===== src/hw/rtl/jhpc_pkg.sv =====
// ---------------------------------------------------------------------------
// jhpc_pkg
// Shared types, constants and helpers of the joint hierarchy pose composer.
// ---------------------------------------------------------------------------
package jhpc_pkg;

  localparam int DEF_MAX_JOINTS = 255;
  localparam int DEF_FRAC_BITS  = 16;
  localparam logic [7:0] NO_PARENT = 8'hFF;

  typedef enum logic [2:0] {
    OP_NONE,
    OP_QMUL,
    OP_RCALC,
    OP_LMUL,
    OP_CMUL,
    OP_COPY,
    OP_WRITE,
    OP_EMIT
  } op_e;

  typedef struct packed {
    op_e        op;
    logic [1:0] i;
    logic [1:0] j;
    logic [1:0] k;
  } cmd_t;

  typedef struct packed {
    logic use_parent;
    logic store_ok;
    logic slot_free;
  } status_t;

  function automatic logic signed [31:0] sat32(input logic signed [63:0] v);
    if (v > 64'sd2147483647) begin
      return 32'sh7FFFFFFF;
    end else if (v < -64'sd2147483648) begin
      return 32'sh80000000;
    end
    return v[31:0];
  endfunction

endpackage


===== src/hw/rtl/jhpc_ctrl.sv =====
// ---------------------------------------------------------------------------
// jhpc_ctrl
// Sequencer that walks one joint through the multiply phases, the store
// write when the joint number fits the store, and the three row words.
// ---------------------------------------------------------------------------
module jhpc_ctrl import jhpc_pkg::*; (
  input  logic    clk_i,
  input  logic    rst_ni,
  input  logic    in_valid_i,
  output logic    in_ready_o,
  output cmd_t    cmd_o,
  input  status_t st_i
);

  typedef enum logic [3:0] {
    ST_IDLE, ST_QMUL, ST_QWAIT, ST_RCALC, ST_LMUL, ST_LWAIT,
    ST_COPY, ST_CMUL, ST_CWAIT, ST_WRITE, ST_OUT
  } state_e;

  state_e state_q;
  logic   wait_q;

  always_ff @(posedge clk_i or negedge rst_ni) begin
    if (!rst_ni) begin
      state_q    <= ST_IDLE;
      wait_q     <= 1'b0;
      in_ready_o <= 1'b1;
      cmd_o      <= '{op: OP_NONE, default: '0};
    end else begin
      unique case (state_q)
        ST_IDLE: begin
          if (in_valid_i) begin
            in_ready_o <= 1'b0;
            state_q    <= ST_QMUL;
            cmd_o      <= '{op: OP_QMUL, default: '0};
          end
        end
        ST_QMUL, ST_LMUL: begin
          if (cmd_o.i == 2'd2 && cmd_o.j == 2'd2) begin
            cmd_o   <= '{op: OP_NONE, default: '0};
            wait_q  <= 1'b1;
            state_q <= (state_q == ST_QMUL) ? ST_QWAIT : ST_LWAIT;
          end else if (cmd_o.j == 2'd2) begin
            cmd_o.i <= cmd_o.i + 2'd1;
            cmd_o.j <= 2'd0;
          end else begin
            cmd_o.j <= cmd_o.j + 2'd1;
          end
        end
        // drain the two multiplier stages
        ST_QWAIT: begin
          wait_q <= 1'b0;
          if (!wait_q) begin
            cmd_o   <= '{op: OP_RCALC, default: '0};
            state_q <= ST_RCALC;
          end
        end
        ST_RCALC: begin
          cmd_o   <= '{op: OP_LMUL, default: '0};
          state_q <= ST_LMUL;
        end
        ST_LWAIT: begin
          wait_q <= 1'b0;
          if (!wait_q) begin
            if (st_i.use_parent) begin
              cmd_o   <= '{op: OP_CMUL, default: '0};
              state_q <= ST_CMUL;
            end else begin
              cmd_o   <= '{op: OP_COPY, default: '0};
              state_q <= ST_COPY;
            end
          end
        end
        ST_CMUL: begin
          if ((cmd_o.j == 2'd3) ? (cmd_o.k != 2'd3) : (cmd_o.k != 2'd2)) begin
            cmd_o.k <= cmd_o.k + 2'd1;
          end else if (cmd_o.j != 2'd3) begin
            cmd_o.k <= 2'd0;
            cmd_o.j <= cmd_o.j + 2'd1;
          end else if (cmd_o.i != 2'd2) begin
            cmd_o.k <= 2'd0;
            cmd_o.j <= 2'd0;
            cmd_o.i <= cmd_o.i + 2'd1;
          end else begin
            cmd_o   <= '{op: OP_NONE, default: '0};
            wait_q  <= 1'b1;
            state_q <= ST_CWAIT;
          end
        end
        ST_COPY, ST_CWAIT: begin
          wait_q <= 1'b0;
          if (state_q == ST_COPY || !wait_q) begin
            if (st_i.store_ok) begin
              cmd_o   <= '{op: OP_WRITE, default: '0};
              state_q <= ST_WRITE;
            end else begin
              cmd_o   <= '{op: OP_EMIT, default: '0};
              state_q <= ST_OUT;
            end
          end
        end
        ST_WRITE: begin
          if (cmd_o.i == 2'd2 && cmd_o.j == 2'd3) begin
            cmd_o   <= '{op: OP_EMIT, default: '0};
            state_q <= ST_OUT;
          end else if (cmd_o.j == 2'd3) begin
            cmd_o.i <= cmd_o.i + 2'd1;
            cmd_o.j <= 2'd0;
          end else begin
            cmd_o.j <= cmd_o.j + 2'd1;
          end
        end
        ST_OUT: begin
          // advance only when the row register takes the word
          if (st_i.slot_free) begin
            if (cmd_o.i == 2'd2) begin
              cmd_o      <= '{op: OP_NONE, default: '0};
              in_ready_o <= 1'b1;
              state_q    <= ST_IDLE;
            end else begin
              cmd_o.i <= cmd_o.i + 2'd1;
            end
          end
        end
        default: begin
          state_q    <= ST_IDLE;
          in_ready_o <= 1'b1;
          cmd_o      <= '{op: OP_NONE, default: '0};
        end
      endcase
    end
  end

endmodule


===== config.mk =====
export PLATFORM = sky130hd
export DESIGN_NAME = jhpc_ctrl
export DESIGN_NICKNAME = d
export VERILOG_FILES = /design/src/hw/rtl/jhpc_pkg.sv /design/src/hw/rtl/jhpc_ctrl.sv
export SDC_FILE = /design/constraint.sdc
export NUM_CORES = 1
export LEC_CHECK = 0
export ABC_AREA = 0
export BUFFER_PORTS_ARGS = -buffer_cell sky130_fd_sc_hd__buf_2
export CORE_UTILIZATION = 45
export DETAILED_ROUTE_END_ITERATION = 12
export PLACE_DENSITY = 0.77
export SYNTH_ARGS = -nofsm -noshare
export SYNTH_HDL_FRONTEND = slang
export SYNTH_SLANG_ARGS = --single-unit

===== constraint.sdc =====
create_clock -name clk_i -period 2 [get_ports clk_i]
set_clock_uncertainty 0.05 [all_clocks]
set_input_delay 0.2 -clock clk_i [delete_from_list [all_inputs] [get_ports clk_i]]
set_output_delay 0.2 -clock clk_i [all_outputs]
set_load 0.03 [all_outputs]

* Word-level counts from Yosys, hierarchy flattened *
Index checks and enable logic that the tools add are counted.

storage, ports and cells
  output and inout port bits = 10
  input port bits = 6
  bits in registers = 15
  logic and storage cells = 108

cells by class
  reduce and logical (&&, ||, !) cells = 16
  bitwise operators = 1
  eq/ne operators = 30
  mux-type cells = 51
  $add $sub $neg = 3

operators by type and width
  kind                   number
  $pmux W9 S9            1
  $mux W4                14
  $mux W9                5
  $pmux W4 S9            1
  $ne A2 B2 Y1 const B   15
  $mux W7                3
  $mux W2                9
  $eq A4 B3 Y1 const B   4
  $mux W3                5
  $eq A4 B4 Y1 const B   3
  $reduce_and A11 Y1     1
  $mux W1                9
  $reduce_and A9 Y1      1
  $reduce_or A9 Y1       1
  $eq A4 B2 Y1 const B   2
  $reduce_and A8 Y1      1
  $reduce_and A7 Y1      1
  $add A2 B1 Y2 const B  3
  $eq A2 B2 Y1 const B   3
  $mux W6                1
  $ne A3 B3 Y1 const B   2
  $pmux W1 S3            2
  $mux W5                1
  $reduce_and A5 Y1      1
  other kinds (10)       12

* Logic depth before layout (Yosys ltp) *
  word-level depth = 5
  gate-level depth with buffers = 8
  gate-level depth less buffers = 7

* Worst setup path after synthesis *
No wires, ideal clock.

  kind = register to register
  from = register cmd_o[2] (netlist bit)
  to = register state_q[1]
  setup time = 0.134 ns
  cell stages (with the launch flop) = 8
  data required time = 1.816 ns
  setup slack = -0.197 ns
  buffers on the path = 1
  data arrival time = 2.013 ns
  cell sequence = dfrtp_1 -> ha_1 -> nand2_1 -> a31o_1 -> a2111o_1 -> buf_2 -> o21ai_1 -> o31ai_2

between the ends
  longest elaborated chain between the ends = 4
  elaborated cells between the ends (all ways) = 11

ends and longest elaborated chain
  element                                 line                                                source
  from (decl)                             jhpc_ctrl.sv:11                                     output cmd_t cmd_o,
  $eq A2 B2 Y1, on equally long branches  jhpc_ctrl.sv:75, jhpc_ctrl.sv:103, jhpc_ctrl.sv:39
  $mux W1, or another cell as far along   jhpc_ctrl.sv:75                                     if ((cmd_o.j == 2'd3) ? (cmd_o.k != 2'd3) : (cmd_o.k != 2'd2)) begin
  $ne A2 B2 Y1 (no source line)           --
  $reduce_and A11 Y1 (no source line) *   --
  to (signal assigned)                    jhpc_ctrl.sv:42                                     state_q <= (state_q == ST_QMUL) ? ST_QWAIT : ST_LWAIT;
  to (decl)                               jhpc_ctrl.sv:20                                     state_e state_q;

Every way passes the cells marked *; elsewhere a longest branch is shown, timed or not.
A chain may end at the register's enable or synchronous reset.

* Worst setup path in the final report *
  from = register state_q[1]
  to = register cmd_o[2] (netlist bit)

between the ends
  longest elaborated chain between the ends = 4
  elaborated cells between the ends (all ways) = 23

ends and longest elaborated chain
  element                                                        line
  $eq A4 B3 Y1 / $eq A4 B4 Y1 (equally long branches)            jhpc_ctrl.sv:30, jhpc_ctrl.sv:92
  $reduce_or A2 Y1 / $logic_or A1 B1 Y1 (equally long branches)  --
  $ne A2 B2 Y1 (no source line)                                  --
  $reduce_and A7 Y1 (no source line)                             --

Parallel ways exist; a longest one is shown, timed or not.

==> impl_metrics.tcl <==
set metrics [dict create \
    portBuffers 15 \
    layout.nets 205 \
    dieWidth_um 54.6 \
    synth-async-reset-ratio_pct 100 \
    status "complete, but fails checks" \
    clk-insertion-delay-late_ns 0.28 \
    synth_area_um2 1250 \
    synth.distinct_cells 51 \
    area_growth_pct 42.3 \
    cts_tree "done" \
    internal-power_w 0.00189 \
    post-route-min-period_ns 2.02 \
    drt-total-wl_um 3500 \
    p_leak_nw 0.798 \
    violations "negative setup slack" \
    ys.flop_type "dfrtp_1" \
    synth_top_area_share_pct 28.1 \
    finalSetupViolCount 1 \
    path_class "flop to flop" \
    worst_pin_slew_ns 0.349 \
    fin_ws_ns -0.0227 \
    grt_setup_unrepaired "yes" \
    end_kind "flop" \
    yosysWarnings 0 \
    synthTopCellsByCount "dfrtp_1 (14), nand2_1 (12), a21oi_1 (10)" \
    finalPower_w 0.00350 \
    numCtsBuffers 3 \
    cp_max_fo 4 \
    cp.required_ns 2.12 \
    synth_nets 161 \
    hpwl_um 2400 \
    ir_drop_mv 1.50 \
    post-route-util_pct 69.7 \
    first_pass_iters 4 \
    fillers 176 \
    cp_cell_sequence "and3b_1 > o21a_1 > or2_4 > or3_4 > mux2_4" \
    max_stage_delay_ns 0.45 \
    drive_gt1_share_pct 43.7 \
    min_path_type "primary input to flop" \
    grt_pass1_vias 1171 \
    row_count 18 \
    gr-usage-all-layers_pct 24.8 \
    grt_pass1_wl_um 5260 \
    clkSlewWorstSetupHoldPaths_ns 0.09 \
    hold_viol 0 \
    drt_iter0_markers 51 \
    antenna_found_initial 0 \
    relSlewSlack_pct 76.7 \
    place_ws_ns -0.0480 \
    switchingPower_w 0.00161 \
    cts-root-buf "clkbuf_4" \
    place.gp.congestion 0.873 \
    maxCapViolations 0 \
    synthTopCellsByArea "dfrtp_1 (28%), ha_1 (8.0%), a21oi_1 (4.0%)" \
    viasPerCell 5.95 \
    power_per_cell_area_nw_per_um2 1970 \
    core_um2 2540 \
    power_frac_clock_pct 5.1 \
    ant_nets 0 \
    swShare_pct 46.0 \
    grt_start_max_net_pins 19 \
    start_util_pct 49.0 \
    synth_area_per_cell_um2 8.48 \
    synth.largest_area_cell "dfrtp_1" \
    cts-htree-levels 1 \
    wl_per_cell_um 15.9 \
    drc 0 \
    synth_cells 147 \
    clockBufferDepth 2 \
    die-area_um2 2980 \
    grt_overflow_total 0 \
    synth-edff-count 0 \
    synth.most_common_cell "dfrtp_1" \
    finalSetupTns_ns -0.0227 \
    clkSinkCount 15 \
    pwr-share-seq_pct 18.3 \
    fin_crit_sh_pct 101 \
    vias 1310 \
    slew_viol_final 0 \
    synth_seq_cells 15 \
    fmax_mhz 494 \
    comb_power_share_pct 76.6 \
    hold_ws_ns 0.277 \
    die_h_um 54.6 \
    arrival_ns 2.14 \
    antennaDiodeCount 0 \
    design.portCount 16 \
    crit_slowest_cell "dfrtp_1" \
    seq_area_frac_synth_pct 30.2 \
    startpoint_type "flop" \
]
## state kept, by name, indices dropped and copies added (netlist names)
signal and cells:
cmd_o 9, in_ready_o 1, state_q 4, wait_q 1
## path summary, 6_finish.rpt
check,startpoint,end,slack (ns),cells past startpoint
setup / recovery,state_q[1]$_DFFE_PN0P_,cmd_o[2]$_DFFE_PN0P_,-0.02,5
hold / removal,st_i[1],state_q[1]$_DFFE_PN0P_,0.28,4
setup reg to reg,state_q[1]$_DFFE_PN0P_,cmd_o[2]$_DFFE_PN0P_,-0.02,5
hold reg to reg,cmd_o[6]$_DFFE_PN0P_,cmd_o[6]$_DFFE_PN0P_,0.43,2
max in group asynchronous,rst_ni,in_ready_o$_DFFE_PN1P_,1.30,2
min in group asynchronous,rst_ni,cmd_o[7]$_DFFE_PN0P_,0.30,2
## critical path, delay by kind of cell, from the launching register on
kind | cells | cell delay [ns]
AND/OR/NAND/NOR | 3 | 0.88
AO/OA/AOI/OAI | 1 | 0.22
multiplexers | 1 | 0.31
flip-flops | 1 | 0.45
## power by group through the flow
stage          combinational [W]  sequential [W]  clock (W)
6_report                 0.00268        0.000642   0.000177
4_1_cts                  0.00241        0.000653   0.000181
2_1_floorplan            0.00134        0.000749          0
3_5_place_dp             0.00213        0.000636          0
3_3_place_gp             0.00206        0.000621          0
5_1_grt                  0.00288        0.000658   0.000200
## final cells by class
class | instances | area (um^2) | area share, %
Clock buffer | 4 | 26.3 | 1.48
Inverter | 8 | 30.0 | 1.69
Multi-Input combinational cell | 113 | 918 | 51.8
Sequential cell | 15 | 385 | 21.7
Tap cell | 30 | 37.5 | 2.12
Timing Repair Buffer | 50 | 375 | 21.2
## layout by cell type (no fill, tap or decap), types with 2 or more instances in the layout
cell	count
buf_4	27
buf_2	15
nand2_1	11
a21oi_1	10
nor2_1	7
dfrtp_1	7
dfrtp_2	7
buf_6	6
inv_1	5
nand2b_1	5
nor3_1	5
o21ai_1	5
ha_1	5
inv_2	3
o21ai_0	3
o22ai_1	3
a32oi_1	3
mux2i_1	3
ha_4	3
clkbuf_4	3
nor2b_1	2
nor3b_1	2
and3b_1	2
o21a_1	2
o22ai_2	2
mux2_4	2
or3_4	2
a22oi_1	2
and3_1	2
nand3b_1	2
o21ai_2	2
a211oi_1	2
## kinds of logic after synthesis
family	after synthesis	share of synthesized area (%)
AO/OA/AOI/OAI	46	25.0
XOR/XNOR	3	2.11
adder cells (fa/ha/maj)	8	8.03
buffers and inverters	19	6.73
flip-flops	15	30.2
multiplexers	5	4.52
AND/OR/NAND/NOR	51	23.4
## per-stage QoR
step	instances	area (um^2)
5_1_grt	220	1770
2_1_floorplan	147	1280
3_3_place_gp	203	1500
4_1_cts	213	1650
6_report	220	1770
3_5_place_dp	203	1500
## routing by layer
metal / global-route usage, % / share of wire [%]
met5: 0 / 0
met4: 9.83 / 1.4
met3: 3.89 / 4.3
met2: 43.0 / 51
met1: 30.2 / 43
## timing repair
item / in CTS / in global routing
hold buffers: 1 / 0
hold endpoints to repair: 14 / 0
setup buffers: 5 / 7
gates resized for setup: 17 / 9
gates cloned: 0 / 0
endpoints found under the setup margin: 5 / 11
pin swaps: 10 / 13
Power figures use the tool's default switching activity.
